[src/rtl/core/sltf_ram.sv]
module sltf_ram #(
	parameter int WIDTH = 8,
	parameter int DEPTH = 16
) (
	input  logic                                      clk,
	input  logic                                      we,
	input  logic [((DEPTH > 1) ? $clog2(DEPTH) : 1)-1:0] waddr,
	input  logic [WIDTH-1:0]                          wdata,
	input  logic [((DEPTH > 1) ? $clog2(DEPTH) : 1)-1:0] raddr,
	output logic [WIDTH-1:0]                          rdata
);

	logic [WIDTH-1:0] mem [DEPTH];

	always_ff @(posedge clk) begin
		if (we)
			mem[waddr] <= wdata;
		rdata <= mem[raddr];
	end

endmodule

[config.mk]
export PLATFORM = sky130hd
export DESIGN_NAME = sltf_ram
export DESIGN_NICKNAME = d
export VERILOG_FILES = /design/src/rtl/core/sltf_ram.sv
export SDC_FILE = /design/constraint.sdc
export NUM_CORES = 1
export LEC_CHECK = 0
export ABC_AREA = 1
export ABC_CLOCK_PERIOD_IN_PS = 1600
export BUFFER_PORTS_ARGS = -buffer_cell sky130_fd_sc_hd__buf_2
export CAP_MARGIN = 15
export CORE_MARGIN = 8
export CORE_UTILIZATION = 61
export DETAILED_ROUTE_END_ITERATION = 6
export GPL_TIMING_DRIVEN = 0
export PLACE_DENSITY = 0.9
export SLEW_MARGIN = 15
export SYNTH_ARGS = -nofsm -noshare
export SYNTH_HDL_FRONTEND = slang
export SYNTH_SLANG_ARGS = --single-unit
[constraint.sdc]
create_clock -name clk -period 1.6 [get_ports clk]
set_input_delay 0.48 -clock clk [delete_from_list [all_inputs] [get_ports clk]]
set_output_delay 0.48 -clock clk [all_outputs]
set_load 0.05 [all_outputs]
==> results of run 1 <==
==> routing by layer <==
layer	part of all wire, %	vias to the layer above	GRT usage, %
met5	0	-	0
met4	4.5	0	13.9
met3	12	66	5.91
met2	47	345	36.5
met1	36	1977	28.6
li1	-	1859	-
==> registers in the layout (all words and copies together) (netlist names) <==
signal and count:
rdata 8, mem 128
==> final cells by class <==
cell class,instances,share of cell area (%)
Inverter,102,5.81
Buffer,24,2.53
Timing Repair Buffer,22,1.71
Clock buffer,23,7.75
Sequential cell,136,60.8
Clock inverter,9,0.855
Tap cell,111,2.11
Multi-Input combinational cell,289,18.4
==> power by group <==
group / internal, W / leakage (nW) / switching, W / total [W]
logic: 0.000155 / 1.39 / 0.000461 / 0.000616
clock network: 0.00222 / 0.289 / 0.00143 / 0.00365
registers: 0.00398 / 1.22 / 0.0000213 / 0.00401
==> kinds of logic (layout without fill, tap and decap cells) <==
logic type,Yosys count,in the layout,synth area share (%)
buffers and inverters,126,180,9.52
flip-flops,136,136,69.4
AND/OR/NAND/NOR,289,289,21.0
==> worst min path at each step <==
stage	start	to	slack [ps]	depth (start not counted)
2_1_floorplan	wdata[0]	mem[0][0]$_DFFE_PP_	580	0
3_3_place_gp	mem[4][6]$_DFFE_PP_	rdata[6]$_DFF_P_	670	6
3_5_place_dp	mem[10][6]$_DFFE_PP_	rdata[6]$_DFF_P_	700	6
4_1_cts	wdata[2]	mem[2][2]$_DFFE_PP_	360	1
5_1_grt	wdata[2]	mem[2][2]$_DFFE_PP_	360	1
6_report	wdata[2]	mem[2][2]$_DFFE_PP_	380	1
==> synthesized netlist by cell type <==
| cell type | n |
|---|---|
| buf_1 | 1 |
| buf_2 | 13 |
| buf_4 | 4 |
| buf_6 | 6 |
| dfxtp_1 | 8 |
| edfxtp_1 | 128 |
| inv_1 | 100 |
| inv_2 | 2 |
| nand2_1 | 173 |
| nand3_1 | 97 |
| nand3b_1 | 2 |
| nor2_1 | 17 |
==> metrics by stage <==
step	setup WS [ps]	util (%)	hold WS [ps]
final	43.3	71.6	379
after global routing	7.17	71.6	362
after CTS	22.2	71.6	361
after detailed placement	-397	65.4	695
after global placement	-319	65.4	668
after floorplan	169	-	579
==> what timing repair did <==
| action | in CTS | in global routing |
|---|---|---|
| setup endpoints to repair | 0 | 1 |
| hold endpoints to repair | 0 | 0 |
| gates resized for setup | 0 | 1 |
==> flow_summary.ini, run 1 <==
[critical_path]
path_max_fanout = 1
critical_path_class = flop to output port
ff2ff_setup_slack_ps = 410
path_buf_inv = 1
crit_slowest_cell = dfxtp_1
worstPathArrival_ps = 1080
rr_worst_depth = 6
max_stage_delay_ps = 310
startpoint_type = flop
critPathCaptureType = output port
regToRegEndpoint = rdata[1]$_DFF_P_
critPathTopFamily = flip-flops
setup.worst_path.end = rdata[1]
crit_required_ps = 1120
r2r_start = mem[8][1]$_DFFE_PP_
worstPathCellList = buf_2
cp-startpoint = rdata[1]$_DFF_P_
worstSetupPathDepth = 1

[global_routing]
grt_max_degree = 17
grt_antenna_before_repair = 0
grt_pass1_vias = 4162
overflow = 0
grt_usage_pct = 23.3
grt_pass1_wl_microns = 22300

[pwr]
power.density_nw_per_um2 = 1260
power_w = 0.00827
p_leak_nw = 2.90
ir_drop_v = 0.000892

[placed_design]
port_buffers = 22
placedInstanceArea_sq_um = 6020
dp.cells = 684
gp_congestion = 0.859
hpwl_microns = 8900

[yosys]
ys_warn_count = 0
synthesis.area_sq_um = 5770
ys_ff_latch = 136
synth_top_cell_area_share_pct = 66.7
synthDistinctLibCells = 12
avgSynthCellArea_sq_um = 10.5
synthTopCellsByArea = edfxtp_1 67%, nand2_1 11%, nand3_1 8.4%, inv_1 6.5%, dfxtp_1 2.8%
yosys.area.top_type = edfxtp_1
ys_seq_area_share_pct = 69.4
syn_inst = 551
synth_nets = 569

[finish]
drive_gt1_share_pct = 12.7
design_area_sq_um = 6590
nets = 610
final.fill_count = 571
area_growth_pct = 14.2
antenna_cells = 0
register_area_sq_um = 4000
layout_commonest_cell = nand2_1
stdcell_count = 716
layout_common_cells = 173 x nand2_1, 128 x edfxtp_1, 100 x inv_1, 97 x nand3_1, 34 x buf_2
multi_input_area_sq_um = 1210

[sta]
maxSlewHeadroom_pct = 32.0
fin_setup_tns_ps = 0
final-max-slew-violation-count = 0
finClkSkew_ps = 8.30
tightest_slew_ps = 1020
rsz0062_at_grt = false
fin_crit_ps = 1560
clock.fmax_ghz = 0.642
setup_viol = 0
fin_crit_sh_pct = 97.3
hold_viol = 0

[status]
status = finished clean

[floorplanning]
die_w_microns = 113
die_h_microns = 113
rows = 35
core_sq_um = 9200
die-area_sq_um = 12800
io_pins = 26
initial_core_util_pct = 62.7

[route]
wl_per_cell_microns = 20.4
ant_nets = 0
wl_microns = 14600
vias = 4247
drt_iter0_drc = 676
vias_per_cell = 5.93
firstDrtPassIters = 5
drc = 0

[clock_tree]
cts_tree = yes
clkTransAtPathRegs_ps = 60
clock_sinks = 136
root_buffer = clkbuf_8
clk_path_buf_depth = 2
post_cts_buffers = 0
numCtsBuffers = 17
cts.htree.levels = 4
clk_latency_ps = 520
postCtsHoldBufs = 0

[worst_hold_path]
hold_class = input pin to flop

[run]
cap_violations = 0
(Power assumes the default switching activity.)
==> inputs of run 2 (changes only) <==
--- a/config.mk
+++ b/config.mk
@@ -9,6 +9,7 @@
 export ABC_CLOCK_PERIOD_IN_PS = 1600
 export BUFFER_PORTS_ARGS = -buffer_cell sky130_fd_sc_hd__buf_2
 export CAP_MARGIN = 15
+export CORE_ASPECT_RATIO = 0.75
 export CORE_MARGIN = 8
 export CORE_UTILIZATION = 61
 export DETAILED_ROUTE_END_ITERATION = 6
==> run 2 against run 1 <==
  * Non-clock buffer count did not move
  * Via count down 4.0%
  * Design area up 1.3%
  * Worst hold slack gained 73 ps
  * First-iteration DRC count shrank 4.6%
  * Sequential share of layout area fell by 0.78 points
  * Clock skew is 2.5 ps lower
==> flow_summary.ini, run 2 (same netlist as run 1, synthesis figures left out) <==
[sta]
final-max-slew-violation-count = 0
hold_viol = 0
tightest_slew_ps = 875
finClkSkew_ps = 5.77
setup_viol = 0
fin_crit_ps = 1570
clock.fmax_ghz = 0.635
maxSlewHeadroom_pct = 41.4
rsz0062_at_grt = false
fin_crit_sh_pct = 98.4

[critical_path]
path_max_fanout = 8
rr_worst_depth = 6
r2r_start = mem[2][5]$_DFFE_PP_
worstPathArrival_ps = 1630
critical_path_class = input pin to flop
critPathCaptureType = flop
crit_required_ps = 1660
cp-startpoint = waddr[3]
startpoint_type = input pin

[status]
status = finished clean

[route]
drc = 0
drt_iter0_drc = 645
vias_per_cell = 5.56
firstDrtPassIters = 5
vias = 4075
wl_per_cell_microns = 19.6
ant_nets = 0
wl_microns = 14400

[floorplanning]
initial_core_util_pct = 63.2
rows = 30
die_w_microns = 128
die_h_microns = 100
die-area_sq_um = 12900
io_pins = 26
core_sq_um = 9120

[pwr]
seqPwrFrac_pct = 45.9
ir_drop_v = 0.00110
swShare_pct = 22.7
p_clk_share_pct = 47.1
p_leak_nw = 2.91
power.internal_w = 0.00674
p_switching_w = 0.00198
power.density_nw_per_um2 = 1310
combinationalPowerShare_pct = 6.9

[placed_design]
gp_congestion = 0.904
hpwl_microns = 9320
port_buffers = 22
placedInstanceArea_sq_um = 6040

[worst_hold_path]
hold_class = input pin to flop
hold_path_startpoint = wdata[2]
holdPathStages = 1

[clock_tree]
cts.htree.levels = 4
numCtsBuffers = 17
cts_tree = yes
clkTransAtPathRegs_ps = 60
root_buffer = clkbuf_16
clock_sinks = 136
clk_path_buf_depth = 2
clk_latency_ps = 430

[global_routing]
grt_max_degree = 17
grt_pass1_wl_microns = 21700
overflow = 0
grt_usage_pct = 23.8
grt_pass1_vias = 3968
grt_antenna_before_repair = 0

[run]
cap_violations = 0

[finish]
area_growth_pct = 15.7
reg.largest.list = mem x128, rdata x8
design_area_sq_um = 6670
layout_common_cells = 173 x nand2_1, 128 x edfxtp_1, 100 x inv_1, 97 x nand3_1, 35 x buf_2
drive_gt1_share_pct = 13.4
largest-register = mem
antenna_cells = 0
utilization_pct = 73.1
nets = 610
largest_reg_flops = 128
layout_commonest_cell = nand2_1
run 2: power by group through the flow:
| stage | combinational [W] | clock, W | sequential, W |
|---|---|---|---|
| 2_1_floorplan | 0.000281 | 0 | 0.00416 |
| 3_3_place_gp | 0.000568 | 0 | 0.00407 |
| 3_5_place_dp | 0.000585 | 0 | 0.00408 |
| 4_1_cts | 0.000593 | 0.00412 | 0.00401 |
| 5_1_grt | 0.000648 | 0.00428 | 0.00401 |
| 6_report | 0.000604 | 0.00411 | 0.00401 |
run 2: timing repair:
item / 4_1_cts / 5_1_grt
hold buffers: 0 / 0
setup buffers: 0 / 0
setup endpoints to repair: 8 / 15
gates resized for setup: 1 / 2
run 2: final timing paths:
check | endpoint | slack (ps)
worst max-delay path | mem[6][0]$_DFFE_PP_ | 30
worst min-delay path | mem[6][2]$_DFFE_PP_ | 450
worst max register to register | rdata[5]$_DFF_P_ | 550
worst min register to register | rdata[2]$_DFF_P_ | 670
run 2: layer usage:
metal / GRT usage [%] / vias up / routed length (microns)
li1: - / 1858 / -
met1: 30.5 / 1919 / 5510
met4: 10.9 / 0 / 334
met2: 34.7 / 265 / 6490
met5: 0 / - / 0
met3: 9.53 / 33 / 2030
run 2: final cells by class:
| class | count | area [sq um] |
|---|---|---|
| Timing Repair Buffer | 22 | 110 |
| Clock inverter | 15 | 200 |
| Inverter | 102 | 383 |
| Fill cell | 598 | 2450 |
| Tap cell | 128 | 160 |
| Sequential cell | 136 | 4000 |
| Buffer | 24 | 166 |
| Clock buffer | 17 | 425 |
| Multi-Input combinational cell | 289 | 1220 |
run 2: worst max-delay path, cell delays in order:
cell	delay, ps
buf_2	120
nand3b_1	310
nor2_1	710
run 2: per-stage QoR:
step	cells	setup slack, ps	hold WS [ps]	power (W)	TNS (ps)
after floorplan	551	169	579	0.00444	0
final	733	25.0	452	0.00872	0
after global placement	701	-374	656	0.00464	-25640
after detailed placement	701	-453	655	0.00466	-32160
after global routing	733	8.62	460	0.00894	0
after CTS	733	6.29	457	0.00871	0
==> inputs of run 3 (changes only) <==
--- a/config.mk
+++ b/config.mk
@@ -9,12 +9,14 @@
 export ABC_CLOCK_PERIOD_IN_PS = 1600
 export BUFFER_PORTS_ARGS = -buffer_cell sky130_fd_sc_hd__buf_2
 export CAP_MARGIN = 15
+export CELL_PAD_IN_SITES_DETAIL_PLACEMENT = 0
+export CELL_PAD_IN_SITES_GLOBAL_PLACEMENT = 2
 export CORE_ASPECT_RATIO = 0.75
 export CORE_MARGIN = 8
-export CORE_UTILIZATION = 61
+export CORE_UTILIZATION = 40
 export DETAILED_ROUTE_END_ITERATION = 6
 export GPL_TIMING_DRIVEN = 0
-export PLACE_DENSITY = 0.9
+export PLACE_DENSITY = 0.89
 export SLEW_MARGIN = 15
 export SYNTH_ARGS = -nofsm -noshare
 export SYNTH_HDL_FRONTEND = slang
==> run 3 against run 2 <==
  * Fmax grew 1.7%
  * Clock-buffer cell count grew 1
  * Register-to-register slack is essentially flat
  * Design area grew 0.69%
  * Cell count grew 7.1%
  * Sequential share of layout area shrank 0.41 points
  * Via count shrank 6.7%
  * Sequential power is essentially flat
  * Clock power shrank 3%
  * Power shrank 1.5%
  * Critical endpoint is now mem[4][0]$_DFFE_PP_
  * Largest cell class unchanged
  * Largest power group is now registers
  * Highest routed layer unchanged
==> flow_summary.ini, run 3 (same netlist as run 1, synthesis figures left out) <==
[status]
status = finished clean

[finish]
largest_reg_flops = 128
nets = 610
stdcell_count = 785
design_area_sq_um = 6720
layout_commonest_cell = nand2_1
layout_common_cells = 173 x nand2_1, 128 x edfxtp_1, 100 x inv_1, 97 x nand3_1, 35 x buf_2
reg.largest.list = mem x128, rdata x8
drive_gt1_share_pct = 13.4
largest-register = mem
area_growth_pct = 16.5
antenna_cells = 0
utilization_pct = 47.1

[global_routing]
grt_pass1_vias = 3667
overflow = 0
grt_antenna_before_repair = 0
grt_usage_pct = 16.7
grt_max_degree = 17
grt_pass1_wl_microns = 22400

[sta]
tightest_slew_ps = 838
clock.fmax_ghz = 0.646
setup_viol = 0
rsz0062_at_grt = true
fin_setup_tns_ps = 0
timing.hold.ws_ps = 497
finClkSkew_ps = 6.59
hold_viol = 0
fin_crit_sh_pct = 96.7
final-max-slew-violation-count = 0
maxSlewHeadroom_pct = 43.9
fin_crit_ps = 1550

[route]
vias = 3802
wl_microns = 14700
firstDrtPassIters = 5
ant_nets = 0
wl_per_cell_microns = 18.7
vias_per_cell = 4.84
drc = 0
drt_iter0_drc = 369

[pwr]
p_clk_share_pct = 46.3
seqPwrFrac_pct = 46.6
ir_drop_v = 0.000764
combinationalPowerShare_pct = 7.1
power.density_nw_per_um2 = 1280
swShare_pct = 23.2
power.internal_w = 0.00660
p_switching_w = 0.00200
p_leak_nw = 2.90

[floorplanning]
die-area_sq_um = 18600
io_pins = 26
rows = 38
core_sq_um = 14300
die_w_microns = 155
initial_core_util_pct = 40.4
die_h_microns = 120

[worst_hold_path]
holdPathStages = 1
hold_path_startpoint = wdata[2]
hold_class = input pin to flop
min_to = mem[2][2]$_DFFE_PP_

[clock_tree]
clk_path_buf_depth = 2
post_cts_buffers = 0
clk_latency_ps = 410
cts.htree.levels = 4
clkTransAtPathRegs_ps = 60
numCtsBuffers = 17
postCtsResizedCells = 0
root_buffer = clkbuf_16
postCtsHoldBufs = 0
cts_tree = yes
clock_sinks = 136

[placed_design]
placedInstanceArea_sq_um = 6100
gp_congestion = 0.850
hpwl_microns = 9760
dp.cells = 753
port_buffers = 22

[critical_path]
r2r_start = mem[15][0]$_DFFE_PP_
regToRegEndpoint = rdata[0]$_DFF_P_
worstPathCellList = buf_2 -> nand3b_1 -> nor2_1
path_max_fanout = 8
worstPathArrival_ps = 1590
rr_worst_depth = 6
crit_slowest_cell = nor2_1
max_stage_delay_ps = 660
crit_required_ps = 1640
critPathCaptureType = flop
ff2ff_setup_slack_ps = 560
startpoint_type = input pin
critical_path_class = input pin to flop

[run]
cap_violations = 0
==> run 3: changes by cell type in the layout (fill, tap and decap cells not counted), sizes merged <==
| cell | delta |
|---|---|
| bufinv | -1 |
| clkbuf | +1 |
| clkinv | +1 |
| clkinvlp | -1 |
==> run 3: metal layers <==
layer | global-route usage (%) | wire length [microns]
met1 | 24.3 | 7190
met2 | 23.8 | 6180
met3 | 3.52 | 1080
met4 | 6.53 | 235
met5 | 0 | 0
==> run 3: power groups by stage <==
stage	Sequential, W	Combinational (W)	Clock (W)
2_1_floorplan	0.00416	0.000281	0
4_1_cts	0.00400	0.000611	0.00403
3_5_place_dp	0.00408	0.000609	0
5_1_grt	0.00401	0.000669	0.00416
6_report	0.00400	0.000614	0.00398
3_3_place_gp	0.00407	0.000601	0
==> run 3: worst max-delay path, delay by kind of cell <==
family / cells / cell delay (ps)
simple gates: 2 / 990
buf+inv: 1 / 120
==> run 3: area by class of cell <==
cell class              count  area (sq um)
clock buffers              18           429
fillers                  1326          7550
well taps                 180           225
flip-flops and latches    136          4000
multi-input cells         289          1220
inverters                 102           383
repair buffers             22           110
clock inverters            14           175
plain buffers              24           166
==> run 3: per-stage QoR <==
stage | power, W | setup WS (ps)
3_5_place_dp | 0.00469 | -405
2_1_floorplan | 0.00444 | 169
4_1_cts | 0.00864 | 38.7
6_report | 0.00859 | 52.1
3_3_place_gp | 0.00467 | -368
5_1_grt | 0.00884 | -15.3
==> run 3: worst max path at each step <==
stage,to,startpoint,slack [ps]
after floorplan,mem[10][0]$_DFFE_PP_,waddr[2],170
after global placement,mem[12][5]$_DFFE_PP_,waddr[0],-370
after detailed placement,mem[6][1]$_DFFE_PP_,waddr[3],-400
after CTS,mem[6][6]$_DFFE_PP_,waddr[3],40
after global routing,mem[4][0]$_DFFE_PP_,waddr[3],-20
final,mem[4][0]$_DFFE_PP_,waddr[3],50
